### src/design/great_circle_distance_defines.svh
`ifndef GREAT_CIRCLE_DISTANCE_DEFINES_SVH
`define GREAT_CIRCLE_DISTANCE_DEFINES_SVH

// same-cycle implication, checked on clock, off during reset
`define GCD_ASSERT_NOW(label, ante, cons) \
   label: assert property (@(posedge clock) disable iff (reset) (ante) |-> (cons)) \
      else $error("gcd check failed");

// next-cycle implication
`define GCD_ASSERT_NEXT(label, ante, cons) \
   label: assert property (@(posedge clock) disable iff (reset) (ante) |=> (cons)) \
      else $error("gcd check failed");

`endif

### src/design/gcd_pkg.sv
`timescale 1ns / 1ps
`default_nettype none

package gcd_pkg;

   localparam int CORDIC_ITERATIONS = 24;

   localparam int ANG_W = 34;
   localparam int CW    = 34;
   localparam int MAG_W = 31;
   localparam int Q_W   = 32;

   typedef logic signed [ANG_W-1:0] angle_type;
   typedef logic signed [CW-1:0]    cordic_type;
   typedef logic signed [Q_W-1:0]   q_type;

   localparam angle_type HALF_TURN    = 34'sd3019898880;
   localparam angle_type QUARTER_TURN = 34'sd1509949440;

   // pi/180 * 2^38 = 2^32 + DEG2RAD_FRAC
   localparam logic [28:0] DEG2RAD_FRAC = 29'd502557221;
   localparam cordic_type  INV_GAIN     = 34'sd652032874;
   localparam logic [30:0] ONE_Q30      = 31'd1073741824;
   localparam logic [30:0] HALFPI_Q30   = 31'd1686629713;

   localparam logic [23:0] RADIUS_RESET = 24'd880657;
   localparam logic [25:0] DIST_MAX     = 26'd52707177;

   localparam logic REG_RADIUS = 1'b0;

   function automatic cordic_type atan_q30(input int unsigned idx);
      cordic_type v;
      case (idx)
         0:  v = 34'sd843314857;
         1:  v = 34'sd497837829;
         2:  v = 34'sd263043837;
         3:  v = 34'sd133525159;
         4:  v = 34'sd67021687;
         5:  v = 34'sd33543516;
         6:  v = 34'sd16775851;
         7:  v = 34'sd8388437;
         8:  v = 34'sd4194283;
         9:  v = 34'sd2097149;
         10: v = 34'sd1048576;
         11: v = 34'sd524288;
         12: v = 34'sd262144;
         13: v = 34'sd131072;
         14: v = 34'sd65536;
         15: v = 34'sd32768;
         16: v = 34'sd16384;
         17: v = 34'sd8192;
         18: v = 34'sd4096;
         19: v = 34'sd2048;
         20: v = 34'sd1024;
         21: v = 34'sd512;
         22: v = 34'sd256;
         23: v = 34'sd128;
         24: v = 34'sd64;
         25: v = 34'sd32;
         26: v = 34'sd16;
         27: v = 34'sd8;
         28: v = 34'sd4;
         29: v = 34'sd2;
         30: v = 34'sd1;
         default: v = '0;
      endcase
      return v;
   endfunction

   // q30 product, rounded
   function automatic q_type qmul(input q_type a, input q_type b);
      logic signed [63:0] p;
      p = 64'(a) * 64'(b);
      p = p + 64'sd536870912;
      return q_type'(p >>> 30);
   endfunction

endpackage

`default_nettype wire

### src/design/gcd_isqrt.sv
`timescale 1ns / 1ps
`default_nettype none

module gcd_isqrt import gcd_pkg::*; (
   input  logic        clock,
   input  logic        reset,
   input  logic        en,
   input  logic        in_valid,
   input  logic [30:0] v,
   output logic        out_valid,
   output logic [30:0] root
);

   localparam int STEPS = 31;

   logic [60:0] num_cur [0:STEPS];
   logic [60:0] res_cur [0:STEPS];
   logic        vld_cur [0:STEPS];
   logic [60:0] num_ff  [0:STEPS-1];
   logic [60:0] res_ff  [0:STEPS-1];
   logic        vld_ff  [0:STEPS-1];

   assign num_cur[0] = {v, 30'd0};
   assign res_cur[0] = '0;
   assign vld_cur[0] = in_valid;

   // one result bit per stage
   for (genvar k = 0; k < STEPS; k++) begin : g_digit
      localparam logic [61:0] BIT = 62'd1 << (60 - 2 * k);
      logic [61:0] trial;

      assign trial = {1'b0, res_cur[k]} + BIT;

      always_ff @(posedge clock) begin
         if (reset) begin
            vld_ff[k] <= 1'b0;
         end else if (en) begin
            vld_ff[k] <= vld_cur[k];
         end
      end

      always_ff @(posedge clock) begin
         if (en) begin
            if ({1'b0, num_cur[k]} >= trial) begin
               num_ff[k] <= 61'({1'b0, num_cur[k]} - trial);
               res_ff[k] <= 61'((res_cur[k] >> 1) + 61'(BIT));
            end else begin
               num_ff[k] <= num_cur[k];
               res_ff[k] <= res_cur[k] >> 1;
            end
         end
      end

      assign num_cur[k+1] = num_ff[k];
      assign res_cur[k+1] = res_ff[k];
      assign vld_cur[k+1] = vld_ff[k];
   end

   assign out_valid = vld_cur[STEPS];
   assign root      = res_cur[STEPS][30:0] | 31'(num_cur[STEPS] & 61'd0);

endmodule

`default_nettype wire

### config.mk
export PLATFORM = sky130hd
export DESIGN_NAME = gcd_isqrt
export DESIGN_NICKNAME = d
export VERILOG_FILES = /design/src/design/great_circle_distance_defines.svh /design/src/design/gcd_pkg.sv /design/src/design/gcd_isqrt.sv
export SDC_FILE = /design/constraint.sdc
export NUM_CORES = 2
export LEC_CHECK = 0
export CAP_MARGIN = 20
export CORE_UTILIZATION = 60
export CTS_BUF_LIST = sky130_fd_sc_hd__clkbuf_4
export CTS_CLUSTER_SIZE = 12
export DETAILED_ROUTE_END_ITERATION = 12
export DONT_BUFFER_PORTS = 1
export PLACE_DENSITY = 0.84
export SYNTH_ARGS = -nofsm -noshare
export SYNTH_HDL_FRONTEND = slang
export SYNTH_SLANG_ARGS = --single-unit
### constraint.sdc
create_clock -name clock -period 7.9 [get_ports clock]
set_input_delay 0.79 -clock clock [delete_from_list [all_inputs] [get_ports clock]]
set_output_delay 0.79 -clock clock [all_outputs]
set_load 0.1 [all_outputs]
[After elaboration in Yosys (flattened, before gate mapping)]
Memory sizes are Yosys's and may differ from the RTL's.
Cells that the tools add are included.
Widths: inputs -> output; s select.
Storage, ports and cells
  flip-flop bits (word level): 0
  bits in writable memories: 3813
  input bits: 35
  output and inout bits: 32
  word-level logic and storage cells: 502
  memories: 3
Memory list
  num_ff: words 31, width 61, rd ports 30, clocked after memory_dff 0, wr ports 31, line gcd_isqrt.sv:19  | logic [60:0] num_ff [0:STEPS-1];
  res_ff: words 31, width 61, rd ports 31, clocked after memory_dff 0, wr ports 31, line gcd_isqrt.sv:20  | logic [60:0] res_ff [0:STEPS-1];
  vld_ff: words 31, width 1, rd ports 31, clocked after memory_dff 0, wr ports 31, line gcd_isqrt.sv:21  | logic vld_ff [0:STEPS-1];
Operators by class
  add/subtract/negate cells: 91
  order comparisons: 31
  mux-type cells: 284
  bitwise logic cells: 93
Operator list (number)
  $mux 61: 62
  $ge 61x62->1: 30
  $sub 61x61->61: 30
  $mux 1: 222
  $or 1x1->1: 93
  $add 61x1->62 const B: 1
  $add 61x11->62 const B: 1
  $add 61x13->62 const B: 1
  $add 61x15->62 const B: 1
  $add 61x17->62 const B: 1
  $add 61x19->62 const B: 1
  $add 61x21->62 const B: 1
  $add 61x23->62 const B: 1
  $add 61x25->62 const B: 1
  $add 61x27->62 const B: 1
  $add 61x29->62 const B: 1
  $add 61x3->62 const B: 1
  $add 61x31->62 const B: 1
  $add 61x33->62 const B: 1
  $add 61x35->62 const B: 1
  $add 61x37->62 const B: 1
  $add 61x39->62 const B: 1
  $add 61x41->62 const B: 1
  $add 61x43->62 const B: 1
  other kinds (43): 43

[Logic depth before layout (Yosys ltp)]
An unclocked memory read counts as a cell.
  depth after elaboration: 7
  gate-level depth with buffers: 15
  depth with buffers taken out: 14

[Worst setup path before layout]
OpenSTA, ideal clock, no wires.
  path kind: input -> register
  from: input en
  to: memory num_ff[29][2] (netlist: num_ff[1][795]), enable pin
  setup time: 478 ps
  data arrival time: 3957 ps
  data required time: 7422 ps
  setup slack: 3465 ps
  stages on the path: 4
  buffers on the path: 4
  cell sequence: clkbuf_1 clkbuf_1 clkbuf_1 clkbuf_1
RTL lines
  start: declaration: line gcd_isqrt.sv:7  | input logic en,
  end: declaration: line gcd_isqrt.sv:19

==> flow_results.xml <==
<?xml version="1.0" encoding="UTF-8"?>
<metrics>
  <group name="clock_network">
    <metric name="cts_repair_resize_count" unit="">0</metric>
    <metric name="postCtsSetupRepairBufs" unit="">0</metric>
    <metric name="cts-root-buf" unit="">sky130_fd_sc_hd__clkbuf_4</metric>
    <metric name="number_of_sinks_on_the_clock_net" unit="">1652</metric>
    <metric name="clock_tree.htree_level_count" unit="">5</metric>
    <metric name="worst_setup_hold_path_clk_slew" unit="ns">0.10</metric>
    <metric name="cts_tree" unit="">built</metric>
    <metric name="ctsLongestPathBuffers" unit="">4</metric>
    <metric name="numCtsBuffers" unit="">423</metric>
    <metric name="worst_skew_pair.late_latency" unit="ns">1.36</metric>
  </group>
  <group name="place">
    <metric name="dp_cells" unit="">9552</metric>
    <metric name="post-dp-hpwl" unit="µm">145000</metric>
    <metric name="place.port_buffers" unit="">0</metric>
    <metric name="routabilityCongestion" unit="">1.03</metric>
    <metric name="pre_cts_ws" unit="ns">2.68</metric>
  </group>
  <group name="power">
    <metric name="p_leak" unit="µW">0.0377</metric>
    <metric name="worst_ir_drop_vdd" unit="V">0.000207</metric>
    <metric name="power_per_cell_area" unit="nW/µm²">272</metric>
  </group>
  <group name="global_routing">
    <metric name="first_global_vias" unit="">63800</metric>
    <metric name="grt_first_pass_wirelength" unit="µm">318000</metric>
    <metric name="grt.total_usage" unit="">0.270</metric>
    <metric name="overflow" unit="">0</metric>
    <metric name="grt_antenna_before_repair" unit="">5</metric>
    <metric name="largest_net_degree_at_the_start_of_global_routing" unit="">181</metric>
  </group>
  <group name="sta">
    <metric name="post_route_hold_slack" unit="ns">0.131</metric>
    <metric name="hold_viol" unit="">0</metric>
    <metric name="setup-tns-final" unit="ns">0</metric>
    <metric name="setup-violations-final" unit="">0</metric>
    <metric name="fmax" unit="MHz">188</metric>
    <metric name="finClkSkew" unit="ns">0.127</metric>
    <metric name="fin_ws" unit="ns">2.59</metric>
    <metric name="unrepaired_setup_endpoints_after_global_routing" unit="">false</metric>
    <metric name="finalMaxSlewViolations" unit="">0</metric>
    <metric name="worst_slew_margin_rel" unit="">0.178</metric>
    <metric name="fin_crit_sh" unit="">0.672</metric>
    <metric name="finalCriticalPeriod" unit="ns">5.31</metric>
    <metric name="transition_at_the_pin_with_the_smallest_max_transition_slack" unit="ns">1.22</metric>
  </group>
  <group name="floorplanning">
    <metric name="initial_core_util" unit="">0.605</metric>
    <metric name="num_io_pins" unit="">67</metric>
    <metric name="die-width" unit="µm">386</metric>
    <metric name="core" unit="µm²">146000</metric>
    <metric name="dieHeight" unit="µm">386</metric>
    <metric name="die_area" unit="µm²">149000</metric>
    <metric name="std_cell_rows" unit="">140</metric>
  </group>
  <group name="critical_path">
    <metric name="timing.critical_path.buf_inv" unit="">1</metric>
    <metric name="timing.critical_path.to_type" unit="">flop</metric>
    <metric name="kind_of_cell_adding_the_most_delay_to_the_critical_path" unit="">compound AO/OA/AOI/OAI gates</metric>
    <metric name="worst-path-max-fanout" unit="">38</metric>
    <metric name="cp_slowest_stage_delay" unit="ns">0.85</metric>
    <metric name="critical_path_arrival" unit="ns">6.28</metric>
    <metric name="timing.critical_path.from_type" unit="">flop</metric>
    <metric name="crit_path_top_delay_cell" unit="">sky130_fd_sc_hd__and3_1</metric>
    <metric name="startpoint" unit="">num_ff[1][382]</metric>
    <metric name="r2r-start" unit="">num_ff[1][382]</metric>
    <metric name="crit_required" unit="ns">8.87</metric>
    <metric name="timing.critical_path.cells" unit="">ha_1 &gt; fa_1 &gt; a211oi_1 &gt; o21ai_0 &gt; a311oi_1 &gt; nor4b_1 &gt; o31ai_1 &gt; and3_1 &gt; inv_2 &gt; nand4b_1 &gt; nor3_1 &gt; xor2_1</metric>
    <metric name="worst-setup-path-type" unit="">flop to flop</metric>
  </group>
  <group name="yosys">
    <metric name="synth.top_cell.area_share" unit="">0.562</metric>
    <metric name="syn_area" unit="µm²">88300</metric>
    <metric name="yosys-top-cells-area" unit="">sky130_fd_sc_hd__edfxtp_1 56%, sky130_fd_sc_hd__ha_1 7.0%, sky130_fd_sc_hd__xor2_1 3.9%, sky130_fd_sc_hd__xnor2_1 3.7%, sky130_fd_sc_hd__nand2_1 2.9%</metric>
    <metric name="synth_most_common_cell" unit="">sky130_fd_sc_hd__edfxtp_1</metric>
    <metric name="syn-num-nets" unit="">8316</metric>
    <metric name="synth-seq-cells" unit="">1652</metric>
    <metric name="ys_warn_count" unit="">0</metric>
    <metric name="synth_area_per_cell" unit="µm²">11.4</metric>
    <metric name="netlist_instances" unit="">7773</metric>
    <metric name="unique_masters_post_synth" unit="">99</metric>
    <metric name="ys_async_sr_fraction" unit="">0</metric>
    <metric name="count_of_flip_flops_with_a_built_in_enable_after_synthesis" unit="">1652</metric>
    <metric name="synth.largest_area_cell" unit="">sky130_fd_sc_hd__edfxtp_1</metric>
    <metric name="synth_top_flop_cell" unit="">sky130_fd_sc_hd__edfxtp_1</metric>
    <metric name="seq_area_frac_synth" unit="">0.562</metric>
    <metric name="most_frequent_cells_after_synthesis" unit="">1652 x sky130_fd_sc_hd__edfxtp_1, 679 x sky130_fd_sc_hd__nand2_1, 652 x sky130_fd_sc_hd__inv_1, 493 x sky130_fd_sc_hd__ha_1, 486 x sky130_fd_sc_hd__o21ai_0</metric>
  </group>
  <group name="detailed_routing">
    <metric name="route.antenna.remaining_nets" unit="">0</metric>
    <metric name="detailedRoute.firstPassIterationCount" unit="">8</metric>
    <metric name="via_per_inst" unit="">6.00</metric>
    <metric name="initialDrtViolationCount" unit="">4644</metric>
    <metric name="drcViolationCount" unit="">0</metric>
    <metric name="route.vias.total" unit="">62000</metric>
    <metric name="detail_route.wirelength" unit="µm">202000</metric>
    <metric name="wire_per_inst" unit="µm">19.5</metric>
  </group>
  <group name="cells_and_area">
    <metric name="layoutNonFillerInstCount" unit="">10300</metric>
    <metric name="post_route_cells_drive_above_1_share" unit="">0.0967</metric>
    <metric name="finish.net_count" unit="">8664</metric>
    <metric name="final_core_util" unit="">0.660</metric>
    <metric name="area_growth_syn_to_layout" unit="%">8.93</metric>
  </group>
  <group name="outcome">
    <metric name="run_status" unit="">complete, no violations</metric>
  </group>
  <group name="flow_run">
    <metric name="timing.max_cap.violations" unit="">0</metric>
  </group>
  <group name="hold_path">
    <metric name="min_path_type" unit="">input pin to flop</metric>
    <metric name="worst_hold_startpoint" unit="">v[5]</metric>
  </group>
</metrics>
worst register-to-register path, delay by kind of cell (launching register included):
kind                     cells  cell delay, ns
AO/OA/AOI/OAI                4            1.65
XOR/XNOR                     1            0.15
adder cells (fa/ha/maj)      2            0.71
buffers and inverters        1            0.52
flip-flops                   1            0.47
AND/OR/NAND/NOR              4            1.56
cells in the final DEF (no fill, tap or decap), types with 55 or more instances in the layout:
cell                            count
sky130_fd_sc_hd__nor2b_1           55
sky130_fd_sc_hd__nand2b_1          90
sky130_fd_sc_hd__inv_1            652
sky130_fd_sc_hd__or3_1             91
sky130_fd_sc_hd__xor2_1           395
sky130_fd_sc_hd__nor3_1           192
sky130_fd_sc_hd__and2_1            60
sky130_fd_sc_hd__dlygate4sd3_1     59
sky130_fd_sc_hd__edfxtp_1        1652
sky130_fd_sc_hd__nand2_1          679
sky130_fd_sc_hd__clkbuf_4         591
sky130_fd_sc_hd__nand4_1           87
sky130_fd_sc_hd__nand3_1          154
sky130_fd_sc_hd__a21o_1           221
sky130_fd_sc_hd__nor4_1           153
sky130_fd_sc_hd__nor2_1           473
sky130_fd_sc_hd__clkinv_1          93
sky130_fd_sc_hd__xnor2_1          369
sky130_fd_sc_hd__o21ai_0          486
sky130_fd_sc_hd__ha_1             493
sky130_fd_sc_hd__a21oi_1          471
sky130_fd_sc_hd__o21bai_1          58
sky130_fd_sc_hd__o21a_1            68
repair_timing:
action	4_1_cts	5_1_grt
endpoints found under the hold margin	83	0
setup endpoints to repair	0	0
hold buffers	59	0
path summary, 6_finish.rpt:
| check | slack (ns) | endpoint | cells past startpoint |
|---|---|---|---|
| max | 2.59 | num_ff[1][470] | 12 |
| min | 0.13 | num_ff[0][35] | 1 |
| max reg2reg | 2.59 | num_ff[1][470] | 12 |
| min reg2reg | 0.38 | res_ff[1][445] | 0 |
registers in the layout (all words and copies together), names as in the netlist:
signal and flops:
num_ff 1126, res_ff 495, vld_ff 31
report_power, final:
| part | internal, µW | switching, µW |
|---|---|---|
| Clock | 3630 | 3460 |
| Sequential | 11400 | 1060 |
| Combinational | 2730 | 3930 |
layout make-up:
cell class	count	area, µm²
Clock buffer	591	4440
Multi-Input combinational cell	5278	35600
Tap cell	1917	2400
Fill cell	10500	49700
Sequential cell	1652	49600
Clock inverter	129	681
Timing Repair Buffer	110	1040
Antenna cell	9	22.5
Inverter	656	2460
kinds of logic (layout without fill, tap and decap cells):
| group | Yosys count | after routing | share of synthesized area |
|---|---|---|---|
| AOI/OAI and AO/OA | 1647 | 1647 | 0.116 |
| xor gates and xnor gates | 764 | 764 | 0.0757 |
| adders and majority gates | 508 | 508 | 0.0732 |
| buffers and inverters | 843 | 1486 | 0.0362 |
| DFF | 1652 | 1652 | 0.562 |
| muxes | 59 | 59 | 0.00735 |
| other | 0 | 9 | 0 |
| and+or+nand+nor | 2300 | 2300 | 0.130 |
metrics by stage:
| step | total power, µW | instance area, µm² |
|---|---|---|
| 5_1_grt | 27500 | 96200 |
| 3_3_place_gp | 18800 | 90500 |
| 2_1_floorplan | 17200 | 88300 |
| 3_5_place_dp | 19100 | 90500 |
| 6_report | 26200 | 96200 |
| 4_1_cts | 26100 | 96200 |
metal layers:
layer  vias to the layer above  wire, µm  global-route usage
li1                      29400         -                   -
met1                     29500     68300               0.256
met2                      2357    110000               0.522
met3                       772     10800              0.0469
met4                         0     13000               0.179
met5                         -         0                   0
Note: power is estimated with default switching activity, not from simulation.
